`src/rtl/itbe_pkg.sv`:
```
// ----------------------------------------------------------------------------
// itbe_pkg
// Types and constants shared by the I2C target byte engine modules.
// ----------------------------------------------------------------------------
package itbe_pkg;

   localparam logic [6:0] OWN_ADDRESS_RESET = 7'h55;
   localparam int         CSR_DATA_WIDTH    = 32;
   localparam int         CSR_ADDR_WIDTH    = 3;
   localparam logic [3:0] BIT_COUNT_BYTE    = 4'd8;
   localparam logic [3:0] BIT_COUNT_ACK     = 4'd9;

   // Register index of own_address
   localparam logic       REG_OWN_ADDRESS   = 1'b0;

   typedef enum logic [2:0] {
      PH_IDLE    = 3'd0,
      PH_ADDR    = 3'd1,
      PH_ACK_OUT = 3'd2,
      PH_WRITE   = 3'd3,
      PH_READ    = 3'd4,
      PH_MACK    = 3'd5
   } phase_type;

   typedef enum logic [3:0] {
      EV_NONE     = 4'd0,
      EV_START    = 4'd1,
      EV_STOP     = 4'd2,
      EV_ADDR_W   = 4'd3,
      EV_ADDR_R   = 4'd4,
      EV_MISMATCH = 4'd5,
      EV_BYTE     = 4'd6,
      EV_MACK     = 4'd7,
      EV_MNACK    = 4'd8
   } event_type;

   typedef struct packed {
      logic       scl_level;
      logic       sda_level;
      logic [7:0] tx_byte;
   } req_type;

   typedef struct packed {
      logic       sda_pull_low;
      logic [3:0] event_code;
      logic [7:0] rx_data;
   } rsp_type;

   // Bus sample after line-condition classification
   typedef struct packed {
      logic       start;
      logic       stop;
      logic       rise;
      logic       fall;
      logic       sda;
      logic [7:0] tx_byte;
   } item_class_type;

   // Queue status seen by the front and back
   typedef struct packed {
      logic full;
      logic empty;
   } queue_status_type;

endpackage

```
`src/rtl/itbe_front.sv`:
```
// ----------------------------------------------------------------------------
// itbe_front
// Accepts bus samples, tracks previous line levels and classifies each item.
// ----------------------------------------------------------------------------
module itbe_front (
   input  logic                     clock,
   input  logic                     reset,
   input  logic                     req_valid,
   output logic                     req_stall,
   input  itbe_pkg::req_type        req_data,
   input  itbe_pkg::queue_status_type q_status,
   output logic                     push,
   output itbe_pkg::item_class_type push_data
);

   logic prev_scl_ff, prev_scl_in;
   logic prev_sda_ff, prev_sda_in;
   logic high;

   assign req_stall = q_status.full;
   assign push      = req_valid && !q_status.full;

   assign high = prev_scl_ff && req_data.scl_level;

   always_comb begin
      push_data.start   = high && prev_sda_ff && !req_data.sda_level;
      push_data.stop    = high && !prev_sda_ff && req_data.sda_level;
      push_data.rise    = !prev_scl_ff && req_data.scl_level;
      push_data.fall    = prev_scl_ff && !req_data.scl_level;
      push_data.sda     = req_data.sda_level;
      push_data.tx_byte = req_data.tx_byte;
   end

   // advance line history only on accepted items
   assign prev_scl_in = push ? req_data.scl_level : prev_scl_ff;
   assign prev_sda_in = push ? req_data.sda_level : prev_sda_ff;

   always_ff @(posedge clock) begin
      if (reset) begin
         prev_scl_ff <= 1'b1;
         prev_sda_ff <= 1'b1;
      end else begin
         prev_scl_ff <= prev_scl_in;
         prev_sda_ff <= prev_sda_in;
      end
   end

endmodule

```
`src/rtl/itbe_queue.sv`:
```
// ----------------------------------------------------------------------------
// itbe_queue
// Short FIFO of classified items between front and back.
// ----------------------------------------------------------------------------
module itbe_queue #(
   parameter int DEPTH = 2
) (
   input  logic                       clock,
   input  logic                       reset,
   input  logic                       push,
   input  itbe_pkg::item_class_type   push_data,
   input  logic                       pop,
   output itbe_pkg::item_class_type   pop_data,
   output itbe_pkg::queue_status_type status
);

   localparam int PTR_W = (DEPTH > 1) ? $clog2(DEPTH) : 1;
   localparam int CNT_W = $clog2(DEPTH + 1);
   localparam logic [PTR_W-1:0] LAST_PTR = PTR_W'(DEPTH - 1);
   localparam logic [CNT_W-1:0] FULL_CNT = CNT_W'(DEPTH);

   itbe_pkg::item_class_type entry_ff [DEPTH];

   logic [PTR_W-1:0] wr_ptr_ff, wr_ptr_in;
   logic [PTR_W-1:0] rd_ptr_ff, rd_ptr_in;
   logic [CNT_W-1:0] count_ff, count_in;

   assign status.full  = (count_ff == FULL_CNT);
   assign status.empty = (count_ff == '0);
   assign pop_data     = entry_ff[rd_ptr_ff];

   always_comb begin
      wr_ptr_in = wr_ptr_ff;
      rd_ptr_in = rd_ptr_ff;
      count_in  = count_ff;
      if (push) begin
         wr_ptr_in = (wr_ptr_ff == LAST_PTR) ? '0 : wr_ptr_ff + 1'b1;
      end
      if (pop) begin
         rd_ptr_in = (rd_ptr_ff == LAST_PTR) ? '0 : rd_ptr_ff + 1'b1;
      end
      if (push && !pop) begin
         count_in = count_ff + 1'b1;
      end else if (pop && !push) begin
         count_in = count_ff - 1'b1;
      end
   end

   always_ff @(posedge clock) begin
      if (push) begin
         entry_ff[wr_ptr_ff] <= push_data;
      end
   end

   always_ff @(posedge clock) begin
      if (reset) begin
         wr_ptr_ff <= '0;
         rd_ptr_ff <= '0;
         count_ff  <= '0;
      end else begin
         wr_ptr_ff <= wr_ptr_in;
         rd_ptr_ff <= rd_ptr_in;
         count_ff  <= count_in;
      end
   end

endmodule

```
`src/rtl/itbe_back.sv`:
```
// ----------------------------------------------------------------------------
// itbe_back
// Protocol FSM: one classified item a cycle unless stalled; registers result.
// ----------------------------------------------------------------------------
module itbe_back (
   input  logic                       clock,
   input  logic                       reset,
   input  logic [6:0]                 own_address,
   input  itbe_pkg::queue_status_type q_status,
   input  itbe_pkg::item_class_type   item,
   output logic                       pop,
   output logic                       rsp_valid,
   input  logic                       rsp_stall,
   output itbe_pkg::rsp_type          rsp_data
);

   itbe_pkg::phase_type phase_ff, phase_in;
   logic [7:0]          shift_ff, shift_in;
   logic [3:0]          count_ff, count_in;
   logic                read_dir_ff, read_dir_in;
   logic                drive_ff, drive_in;
   logic                rsp_valid_ff, rsp_valid_in;
   itbe_pkg::rsp_type   rsp_data_ff, rsp_data_in;
   itbe_pkg::event_type ev;
   logic [7:0]          rx;

   logic [7:0] shift_rx;
   logic [7:0] shift_tx;
   logic [3:0] count_inc;
   logic       count_done;
   logic       addr_match;

   assign pop = !q_status.empty && (!rsp_valid_ff || !rsp_stall);

   assign shift_rx   = {shift_ff[6:0], item.sda};
   assign shift_tx   = {shift_ff[6:0], 1'b0};
   assign count_inc  = count_ff + 4'd1;
   assign count_done = (count_inc >= itbe_pkg::BIT_COUNT_BYTE);
   assign addr_match = (shift_rx[7:1] == own_address);

   // next phase
   always_comb begin
      phase_in = phase_ff;
      if (item.start) begin
         phase_in = itbe_pkg::PH_ADDR;
      end else if (item.stop) begin
         phase_in = itbe_pkg::PH_IDLE;
      end else begin
         case (phase_ff)
            itbe_pkg::PH_ADDR: begin
               if (item.rise && count_done) begin
                  phase_in = addr_match ? itbe_pkg::PH_ACK_OUT : itbe_pkg::PH_IDLE;
               end
            end
            itbe_pkg::PH_WRITE: begin
               if (item.rise && count_done) begin
                  phase_in = itbe_pkg::PH_ACK_OUT;
               end
            end
            itbe_pkg::PH_ACK_OUT: begin
               if (item.fall && count_ff != itbe_pkg::BIT_COUNT_BYTE) begin
                  phase_in = read_dir_ff ? itbe_pkg::PH_READ : itbe_pkg::PH_WRITE;
               end
            end
            itbe_pkg::PH_READ: begin
               if (item.fall && count_done) begin
                  phase_in = itbe_pkg::PH_MACK;
               end
            end
            itbe_pkg::PH_MACK: begin
               if (item.rise) begin
                  phase_in = item.sda ? itbe_pkg::PH_IDLE : itbe_pkg::PH_ACK_OUT;
               end
            end
            default: begin
               phase_in = itbe_pkg::PH_IDLE;
            end
         endcase
      end
   end

   // datapath and result
   always_comb begin
      shift_in    = shift_ff;
      count_in    = count_ff;
      read_dir_in = read_dir_ff;
      drive_in    = drive_ff;
      ev          = itbe_pkg::EV_NONE;
      rx          = 8'h00;
      if (item.start) begin
         ev       = itbe_pkg::EV_START;
         shift_in = 8'h00;
         count_in = 4'd0;
         drive_in = 1'b0;
      end else if (item.stop) begin
         ev       = itbe_pkg::EV_STOP;
         count_in = 4'd0;
         drive_in = 1'b0;
      end else begin
         case (phase_ff)
            itbe_pkg::PH_ADDR, itbe_pkg::PH_WRITE: begin
               if (item.rise) begin
                  shift_in = shift_rx;
                  count_in = count_inc;
                  if (count_done) begin
                     if (phase_ff == itbe_pkg::PH_WRITE) begin
                        ev       = itbe_pkg::EV_BYTE;
                        rx       = shift_rx;
                        count_in = itbe_pkg::BIT_COUNT_BYTE;
                     end else if (addr_match) begin
                        read_dir_in = shift_rx[0];
                        ev = shift_rx[0] ? itbe_pkg::EV_ADDR_R : itbe_pkg::EV_ADDR_W;
                        count_in = itbe_pkg::BIT_COUNT_BYTE;
                     end else begin
                        ev       = itbe_pkg::EV_MISMATCH;
                        count_in = 4'd0;
                        drive_in = 1'b0;
                     end
                  end
               end
            end
            itbe_pkg::PH_ACK_OUT: begin
               if (item.fall) begin
                  if (count_ff == itbe_pkg::BIT_COUNT_BYTE) begin
                     drive_in = 1'b1;
                     count_in = itbe_pkg::BIT_COUNT_ACK;
                  end else if (read_dir_ff) begin
                     // latch the byte to send and drive its MSB
                     shift_in = item.tx_byte;
                     count_in = 4'd0;
                     drive_in = !item.tx_byte[7];
                  end else begin
                     shift_in = 8'h00;
                     count_in = 4'd0;
                     drive_in = 1'b0;
                  end
               end
            end
            itbe_pkg::PH_READ: begin
               if (item.fall) begin
                  shift_in = shift_tx;
                  count_in = count_inc;
                  drive_in = count_done ? 1'b0 : !shift_tx[7];
               end
            end
            itbe_pkg::PH_MACK: begin
               if (item.rise) begin
                  ev       = item.sda ? itbe_pkg::EV_MNACK : itbe_pkg::EV_MACK;
                  count_in = item.sda ? 4'd0 : itbe_pkg::BIT_COUNT_ACK;
                  drive_in = 1'b0;
               end
            end
            default: begin
               drive_in = 1'b0;
            end
         endcase
      end
   end

   // output register: load on pop, hold while stalled
   always_comb begin
      rsp_data_in  = rsp_data_ff;
      rsp_valid_in = rsp_valid_ff && rsp_stall;
      if (pop) begin
         rsp_valid_in              = 1'b1;
         rsp_data_in.sda_pull_low  = drive_in;
         rsp_data_in.event_code    = ev;
         rsp_data_in.rx_data       = rx;
      end
   end

   always_ff @(posedge clock) begin
      rsp_data_ff <= rsp_data_in;
   end

   always_ff @(posedge clock) begin
      if (reset) begin
         phase_ff     <= itbe_pkg::PH_IDLE;
         shift_ff     <= 8'h00;
         count_ff     <= 4'd0;
         read_dir_ff  <= 1'b0;
         drive_ff     <= 1'b0;
         rsp_valid_ff <= 1'b0;
      end else begin
         if (pop) begin
            phase_ff    <= phase_in;
            shift_ff    <= shift_in;
            count_ff    <= count_in;
            read_dir_ff <= read_dir_in;
            drive_ff    <= drive_in;
         end
         rsp_valid_ff <= rsp_valid_in;
      end
   end

   assign rsp_valid = rsp_valid_ff;
   assign rsp_data  = rsp_data_ff;

endmodule

```
`src/rtl/i2c_target_byte_engine.sv`:
```
// ----------------------------------------------------------------------------
// i2c_target_byte_engine
// I2C target with a seven-bit address, one SCL/SDA sample per item.
// ----------------------------------------------------------------------------
//
//   channel  | ports                                  | direction
//   ---------+----------------------------------------+-----------
//   request  | req_valid, req_stall, req_data         | in
//   response | rsp_valid, rsp_stall, rsp_data         | out
//   csr      | csr_psel/penable/pwrite/paddr/pwdata,  | in/out
//            | csr_prdata, csr_pready                 |
//
// One item per cycle sustained while rsp_stall is low; each item gives
// exactly one response item. An accepted item passes through the queue, then
// the state machine, which loads its result into the output register.
// Reset is synchronous; after it the engine is idle, lines read as high and
// own_address is 0x55.
// rsp_stall holds the output register; the queue absorbs QUEUE_DEPTH more
// items before req_stall rises.
// ----------------------------------------------------------------------------
module i2c_target_byte_engine #(
   parameter int QUEUE_DEPTH = 2
) (
   input  logic                                 clock,
   input  logic                                 reset,
   // request channel
   input  logic                                 req_valid,
   output logic                                 req_stall,
   input  itbe_pkg::req_type                    req_data,
   // response channel
   output logic                                 rsp_valid,
   input  logic                                 rsp_stall,
   output itbe_pkg::rsp_type                    rsp_data,
   // configuration port
   input  logic                                 csr_psel,
   input  logic                                 csr_penable,
   input  logic                                 csr_pwrite,
   input  logic [itbe_pkg::CSR_ADDR_WIDTH-1:0]  csr_paddr,
   input  logic [itbe_pkg::CSR_DATA_WIDTH-1:0]  csr_pwdata,
   output logic [itbe_pkg::CSR_DATA_WIDTH-1:0]  csr_prdata,
   output logic                                 csr_pready
);

   logic [6:0] own_address_ff, own_address_in;
   logic       csr_write;

   itbe_pkg::queue_status_type q_status;
   itbe_pkg::item_class_type   push_data;
   itbe_pkg::item_class_type   pop_data;
   logic                       push;
   logic                       pop;

   // Register file: one register, own_address at byte address 0.
   // Word index is paddr[2]; the low two bits pick a byte and are ignored.
   assign csr_pready = 1'b1;
   assign csr_write  = csr_psel && csr_penable && csr_pwrite && csr_pready;

   always_comb begin
      own_address_in = own_address_ff;
      if (csr_write && csr_paddr[2] == itbe_pkg::REG_OWN_ADDRESS) begin
         own_address_in = csr_pwdata[6:0];
      end
   end

   always_comb begin
      csr_prdata = '0;
      if (csr_paddr[2] == itbe_pkg::REG_OWN_ADDRESS) begin
         csr_prdata = {{(itbe_pkg::CSR_DATA_WIDTH - 7){1'b0}}, own_address_ff};
      end
   end

   always_ff @(posedge clock) begin
      if (reset) begin
         own_address_ff <= itbe_pkg::OWN_ADDRESS_RESET;
      end else begin
         own_address_ff <= own_address_in;
      end
   end

   // Front: edge and START/STOP detection on accepted samples
   itbe_front u_front (
      .clock     (clock),
      .reset     (reset),
      .req_valid (req_valid),
      .req_stall (req_stall),
      .req_data  (req_data),
      .q_status  (q_status),
      .push      (push),
      .push_data (push_data)
   );

   // Queue: decouples classification from the protocol engine
   itbe_queue #(
      .DEPTH (QUEUE_DEPTH)
   ) u_queue (
      .clock     (clock),
      .reset     (reset),
      .push      (push),
      .push_data (push_data),
      .pop       (pop),
      .pop_data  (pop_data),
      .status    (q_status)
   );

   // Back: address match, ACK slots, byte shift in and out
   itbe_back u_back (
      .clock       (clock),
      .reset       (reset),
      .own_address (own_address_ff),
      .q_status    (q_status),
      .item        (pop_data),
      .pop         (pop),
      .rsp_valid   (rsp_valid),
      .rsp_stall   (rsp_stall),
      .rsp_data    (rsp_data)
   );

endmodule

```
`config.mk`:
```
export PLATFORM = sky130hd
export DESIGN_NAME = i2c_target_byte_engine
export DESIGN_NICKNAME = d
export VERILOG_FILES = /design/src/rtl/itbe_pkg.sv /design/src/rtl/itbe_front.sv /design/src/rtl/itbe_queue.sv /design/src/rtl/itbe_back.sv /design/src/rtl/i2c_target_byte_engine.sv
export SDC_FILE = /design/constraint.sdc
export NUM_CORES = 1
export LEC_CHECK = 0
export BUFFER_PORTS_ARGS = -buffer_cell sky130_fd_sc_hd__buf_2
export CAP_MARGIN = 20
export CORE_ASPECT_RATIO = 1.1
export CORE_MARGIN = 8
export CORE_UTILIZATION = 50
export CTS_CLUSTER_DIAMETER = 100
export DETAILED_ROUTE_END_ITERATION = 16
export PLACE_DENSITY = 0.77
export SYNTH_ARGS = -nofsm -noshare
export SYNTH_HDL_FRONTEND = slang
export SYNTH_SLANG_ARGS = --single-unit
export TNS_END_PERCENT = 1
```
`constraint.sdc`:
```
create_clock -name clock -period 4.05 [get_ports clock]
set_clock_uncertainty 0.1 [all_clocks]
set_input_delay 0.81 -clock clock [delete_from_list [all_inputs] [get_ports clock]]
set_output_delay 0.81 -clock clock [all_outputs]
set_load 0.03 [all_outputs]
```
==> flow_summary_export.csv, run 1 <==
group,metric,value,unit
routing,drt-total-wl,8.20,mm
final_layout,final_util,56.2,%
yosys,yosysWarnings,0,
routing,drtIter0Drc,265,
clock_network,clkLatencyLatePin,350,ps
run,cap_violations,0,
yosys,yosys.area_share.simple,16.4,%
timing,setup-tns-final,0,ps
floorplanning,dieArea,10400,um2
yosys,seq_area_frac_synth,48.4,%
yosys,synth-edff-count,39,
placed_design,numPortBuffers,46,
clock_network,clk_path_buf_depth,2,
critical_path,cp_max_fo,10,
timing,final_hold_viol_count,0,
pwr,p_per_area,588,nW/um2
floorplanning,core-area,7310,um2
floorplanning,placementRows,33,
clock_network,cts_max_level,3,
placed_design,dpl.hpwl,5.77,mm
routing,drt_first_pass_iters,5,
placed_design,placed_area,3870,um2
routing,vias,2826,
global_routing,grt_pass1_vias,2737,
yosys,synth_cells,351,
final_layout,nets,450,
floorplanning,start_util,50.6,%
critical_path,crit_arrival,2750,ps
timing,report.final.setup_viol,0,
final_layout,drive_gt1_share,21.0,%
timing,slew_violations,0,
clock_network,cts-hold-fix-buffers,0,
timing,post-route-period-util,64.8,%
yosys,syn_area,3700,um2
yosys,synth-compound-area-share,14.8,%
yosys,syn_area_per_cell,10.5,um2
yosys,postSynthRegisterBits,70,
routing,drtAntennaViolNets,0,
final_layout,layout_common_cells,"46 x buf_2, 39 x edfxtp_1, 31 x dfxtp_1",
pwr,p_total,2.42,mW
yosys,synth_xor_area_share,2.84,%
floorplanning,ios,100,
timing,max_freq,381,MHz
global_routing,grt_first_pass_wirelength,13.4,mm
global_routing,antenna_found_initial,0,
timing,grt_setup_unrepaired,"no",
critical_path,required,4170,ps
global_routing,grt_overflow_total,0,
clock_network,cts_resized,0,
critical_path,critical_path_class,"reg2reg",
clock_network,cts_sinks,70,
floorplanning,die_y,106,um
clock_network,cts_buffers,9,
final_layout,antenna_cells,0,
global_routing,grt_max_degree,31,
clock_network,cts_tree,"built",
yosys,synth_ff_type,"edfxtp_1",
clock_network,path_clk_slew,80,ps
final_layout,fin_area,4110,um2
yosys,synth_top_family_by_area,"simple AND/OR/NAND/NOR gates",
routing,viasPerCell,5.80,
pwr,max-vdd-ir-drop,0.506,mV
status,status,"finished clean",
timing,slew-limit-headroom,34.8,%
routing,wl_per_cell,16.8,um
final_layout,area_growth_syn_to_layout,11.1,%
routing,drc_errors,0,
yosys,synth.mux.area_fraction,7.98,%
yosys,async_flop_share,0,%
timing,tightest_slew,977,ps
yosys,ys_types,69,
final_layout,final_common_cell,"buf_2",
global_routing,grtUsageTotal,15.9,%
worst_hold_path,hold_path.class,"reg2reg",
placed_design,place_congestion,0.974,
clock_network,root_buffer,"clkbuf_8",
critical_path,startpoint_type,"flip-flop",
floorplanning,die_w,98.0,um
yosys,synth-adder-area-share,1.01,%
critical_path,critical_path.endpoint_type,"flip-flop",
pwr,leakage,1.62,nW
timing,min_period,2630,ps
clock_network,post_cts_buffers,0,
synth_stat cells (2+ instances only):
| cell type | number | share of area (%) |
|---|---|---|
| nand4b_1 | 2 | 0.47 |
| conb_1 | 2 | 0.20 |
| mux2i_1 | 16 | 4.3 |
| nand3_1 | 13 | 1.8 |
| buf_4 | 27 | 5.5 |
| a21oi_1 | 21 | 2.8 |
| o211ai_1 | 2 | 0.41 |
| nand2b_1 | 3 | 0.51 |
| a41o_1 | 2 | 0.54 |
| a22o_1 | 2 | 0.47 |
| o2bb2ai_1 | 6 | 1.4 |
| nor2_1 | 22 | 2.2 |
| ha_1 | 3 | 1.0 |
| mux2_2 | 5 | 1.5 |
| nor2b_1 | 11 | 1.9 |
| and4_1 | 2 | 0.47 |
| a22oi_1 | 3 | 0.61 |
| o22ai_1 | 2 | 0.34 |
| o21ai_0 | 5 | 0.68 |
| o311ai_1 | 2 | 0.47 |
| a31oi_1 | 2 | 0.34 |
| buf_2 | 4 | 0.54 |
| and3_1 | 4 | 0.68 |
| and2_1 | 9 | 1.5 |
| o41ai_2 | 2 | 0.88 |
| nor4_1 | 2 | 0.34 |
| nand4_1 | 2 | 0.34 |
| nand2_1 | 19 | 1.9 |
| o31ai_1 | 2 | 0.41 |
| nor3_1 | 12 | 1.6 |
| or3_1 | 3 | 0.51 |
| edfxtp_1 | 39 | 32 |
| inv_1 | 11 | 1.1 |
| xor2_1 | 11 | 2.6 |
| a221oi_1 | 2 | 0.47 |
| dfxtp_1 | 31 | 17 |
| mux2i_2 | 3 | 1.1 |
| nor3b_1 | 4 | 0.81 |
| clkbuf_1 | 8 | 0.81 |
critical path: stages (launching register included):
cell and delay (ps):
dfxtp_1 670, buf_4 310, mux2i_2 380, nand2_2 220, nor4_2 590, and2_1 220
layer usage:
metal	GRT usage (%)	wire (um)	part of all wire [%]
met5	0	0	0
met4	7.58	173	2.1
met3	4.71	694	8.5
met2	27.5	4080	50
met1	17.6	3240	40
stage by stage:
stage	hold slack, ps	worst slack, ps	std cells
global placement	370	1480	469
finish	384	1420	487
global route	413	1260	487
CTS	386	1410	485
floorplan	356	1900	375
detailed placement	378	1430	469
kinds of logic after synthesis:
| family | count (synthesis) |
|---|---|
| fa+ha+maj | 3 |
| flops | 70 |
| other cells | 2 |
| simple gates | 114 |
| buf+inv | 51 |
| compound gates | 73 |
| xor+xnor | 12 |
| mux | 26 |
final timing paths:
check	start	end	slack, ps	depth (start not counted)
setup / recovery	flip-flop	u_back.rsp_data[2]$_SDFFCE_PP0P_	1420	5
hold / removal	u_front.prev_sda_ff$_SDFFE_PP1P_	u_front.prev_sda_ff$_SDFFE_PP1P_	380	2
setup reg to reg	flip-flop	u_back.rsp_data[2]$_SDFFCE_PP0P_	1420	5
hold reg to reg	u_front.prev_sda_ff$_SDFFE_PP1P_	u_front.prev_sda_ff$_SDFFE_PP1P_	380	2
where the power goes:
part           internal [mW]  total (mW)  switching [mW]  leakage (nW)
combinational          0.261       0.784           0.523         0.887
sequential             0.897        1.01           0.108         0.626
clock                  0.351       0.627           0.276         0.107
sequential cells by signal (all words and copies together) (netlist names), 2 cells and up, named ones only:
name	flops
u_back.rsp_data	13
u_back.shift_ff	7
u_back.count_ff	4
u_queue.count_ff	2
u_queue.entry_ff	26
u_back.phase_ff	3
own_address_ff	7
cell type report:
cell class                      count  area, um2
Clock buffer                       10        128
Clock inverter                      6       93.8
Fill cell                         640       3200
Inverter                           11       41.3
Multi-Input combinational cell    254       1690
Sequential cell                    70       1790
Tap cell                           87        109
Timing Repair Buffer               49        253
(Power assumes the default switching activity.)
==> run 2, diff against run 1 <==
--- a/config.mk
+++ b/config.mk
@@ -9,7 +9,7 @@
 export CAP_MARGIN = 20
 export CORE_ASPECT_RATIO = 1.1
 export CORE_MARGIN = 8
-export CORE_UTILIZATION = 50
+export CORE_UTILIZATION = 48
 export CTS_CLUSTER_DIAMETER = 100
 export DETAILED_ROUTE_END_ITERATION = 16
 export PLACE_DENSITY = 0.77
==> constraint.sdc (replaced) <==
create_clock -name clock -period 2.4 [get_ports clock]
set_clock_uncertainty 0.1 [all_clocks]
set_input_delay 0.48 -clock clock [delete_from_list [all_inputs] [get_ports clock]]
set_output_delay 0.48 -clock clock [all_outputs]
set_load 0.03 [all_outputs]
==> run 2 against run 1 <==
Utilization down 0.17 points; register-to-register slack worse by 1200 ps; sequential share of layout area down 0.83 points; combinational power up 84%; setup slack got worse by 1200 ps; global-route usage down 0.48 points; wire length grew 1.2%; clock power grew 31%.
==> flow_summary_export.csv, run 2 (synthesized netlist as in run 1, its figures left out) <==
group,metric,value,unit
timing,tightest_slew,559,ps
floorplanning,dieArea,10800,um2
pwr,leakage,1.67,nW
clock_network,cts_max_level,3,
clock_network,clk_path_buf_depth,2,
timing,post-route-period-util,90.8,%
pwr,pwr-share-seq,41.7,%
clock_network,cts_sinks,70,
critical_path,reg2reg_setup_slack,220,ps
pwr,intPower,2.36,mW
final_layout,regMostFlops,"u_queue.entry_ff",
worst_hold_path,hold_path.class,"in2reg",
critical_path,crit_arrival,2290,ps
timing,report.final.setup_viol,0,
global_routing,grtUsageTotal,15.4,%
pwr,max-vdd-ir-drop,0.704,mV
clock_network,cts_buffers,9,
final_layout,antenna_cells,0,
routing,drc_errors,0,
global_routing,grt_pass1_vias,2801,
final_layout,instances_no_fill,520,
floorplanning,core-area,7470,um2
timing,setup-tns-final,0,ps
placed_design,numPortBuffers,46,
routing,viasPerCell,5.39,
final_layout,layout_common_cells,"46 x buf_2, 39 x edfxtp_1, 31 x dfxtp_1",
placed_design,dp.cells,504,
timing,max_freq,459,MHz
pwr,switchingPower,1.52,mW
routing,drt-total-wl,8.29,mm
timing,fin_ws,220,ps
global_routing,grt_first_pass_wirelength,13.2,mm
critical_path,critical_path.endpoint_type,"flip-flop",
clock_network,root_buffer,"clkbuf_8",
timing,final_hold_viol_count,0,
final_layout,nets,465,
status,status,"finished clean",
placed_design,pre_cts_slack,229,ps
routing,wl_per_cell,15.9,um
routing,drt_first_pass_iters,4,
final_layout,final_util,56.1,%
final_layout,final_common_cell,"buf_2",
pwr,p_per_area,925,nW/um2
global_routing,grt_overflow_total,0,
pwr,pwr-share-comb,37.1,%
critical_path,startpoint_type,"flip-flop",
timing,slew_violations,0,
final_layout,largest_reg_flops,26,
floorplanning,placementRows,33,
floorplanning,start_util,49.5,%
global_routing,antenna_found_initial,0,
clock_network,path_clk_slew,80,ps
placed_design,place_congestion,0.908,
routing,drtIter0Drc,207,
clock_network,cts-hold-fix-buffers,0,
clock_network,clkLatencyLatePin,340,ps
clock_network,cts_tree,"built",
pwr,switching_share,39.1,%
floorplanning,die_w,99.7,um
run,cap_violations,0,
final_layout,area_growth_syn_to_layout,13.2,%
routing,vias,2803,
critical_path,required,2510,ps
clock_network,cts_resized,0,
final_layout,drive_gt1_share,23.9,%
timing,slew-limit-headroom,62.0,%
global_routing,grt_max_degree,23,
timing,min_period,2180,ps
timing,grt_setup_unrepaired,"no",
critical_path,critical_path_class,"reg2reg",
pwr,clock_power_share,21.2,%
critical_path,cp_max_fo,12,
placed_design,dpl.hpwl,6.24,mm
floorplanning,ios,100,
clock_network,post_cts_buffers,0,
routing,drtAntennaViolNets,0,
floorplanning,die_y,108,um
-- run 2: cell type report --
class | instances | area [um2]
Fill cell | 661 | 3280
Sequential cell | 70 | 1790
Multi-Input combinational cell | 254 | 1690
Timing Repair Buffer | 64 | 365
Tap cell | 105 | 131
Clock buffer | 10 | 128
Inverter | 11 | 41.3
Clock inverter | 6 | 38.8
-- run 2: metal layers --
metal	track usage, %	up-vias	part of all wire, %
met3	3.66	16	6.4
met2	26.5	101	50
met5	0	-	0
li1	-	1372	-
met4	7.58	0	1.9
met1	17.7	1314	42
-- run 2: path summary, 6_finish.rpt --
check | from | to | depth (start not counted)
max | flip-flop | u_back.rsp_data[6]$_SDFFCE_PP0P_ | 5
min | req_data[2] | u_queue.entry_ff[1][2]$_DFFE_PP_ | 1
max reg2reg | flip-flop | u_back.rsp_data[6]$_SDFFCE_PP0P_ | 5
min reg2reg | u_front.prev_sda_ff$_SDFFE_PP1P_ | u_front.prev_sda_ff$_SDFFE_PP1P_ | 2
-- run 2: critical path, stage by stage, from the launching register on --
cell     delay [ps]
dfxtp_1         330
buf_4           240
mux2i_2         410
nand2_2         240
nor4_2          540
and2_1          210
-- run 2: power by group through the flow --
| stage | logic [mW] | registers, mW | clock network [mW] |
|---|---|---|---|
| 6_report | 1.44 | 1.62 | 0.821 |
| 5_1_grt | 1.55 | 1.64 | 0.894 |
| 4_1_cts | 1.44 | 1.62 | 0.845 |
| 3_5_place_dp | 1.43 | 1.64 | 0 |
| 3_3_place_gp | 1.42 | 1.63 | 0 |
| 2_1_floorplan | 0.946 | 1.79 | 0 |
-- run 2: per-stage QoR --
step / area, um2 / power, mW / hold WS, ps
finish: 4190 / 3.88 / 226
global route: 4190 / 4.09 / 215
detailed placement: 4020 / 3.08 / 379
global placement: 4020 / 3.05 / 370
CTS: 4190 / 3.90 / 213
floorplan: 3790 / 2.74 / 356
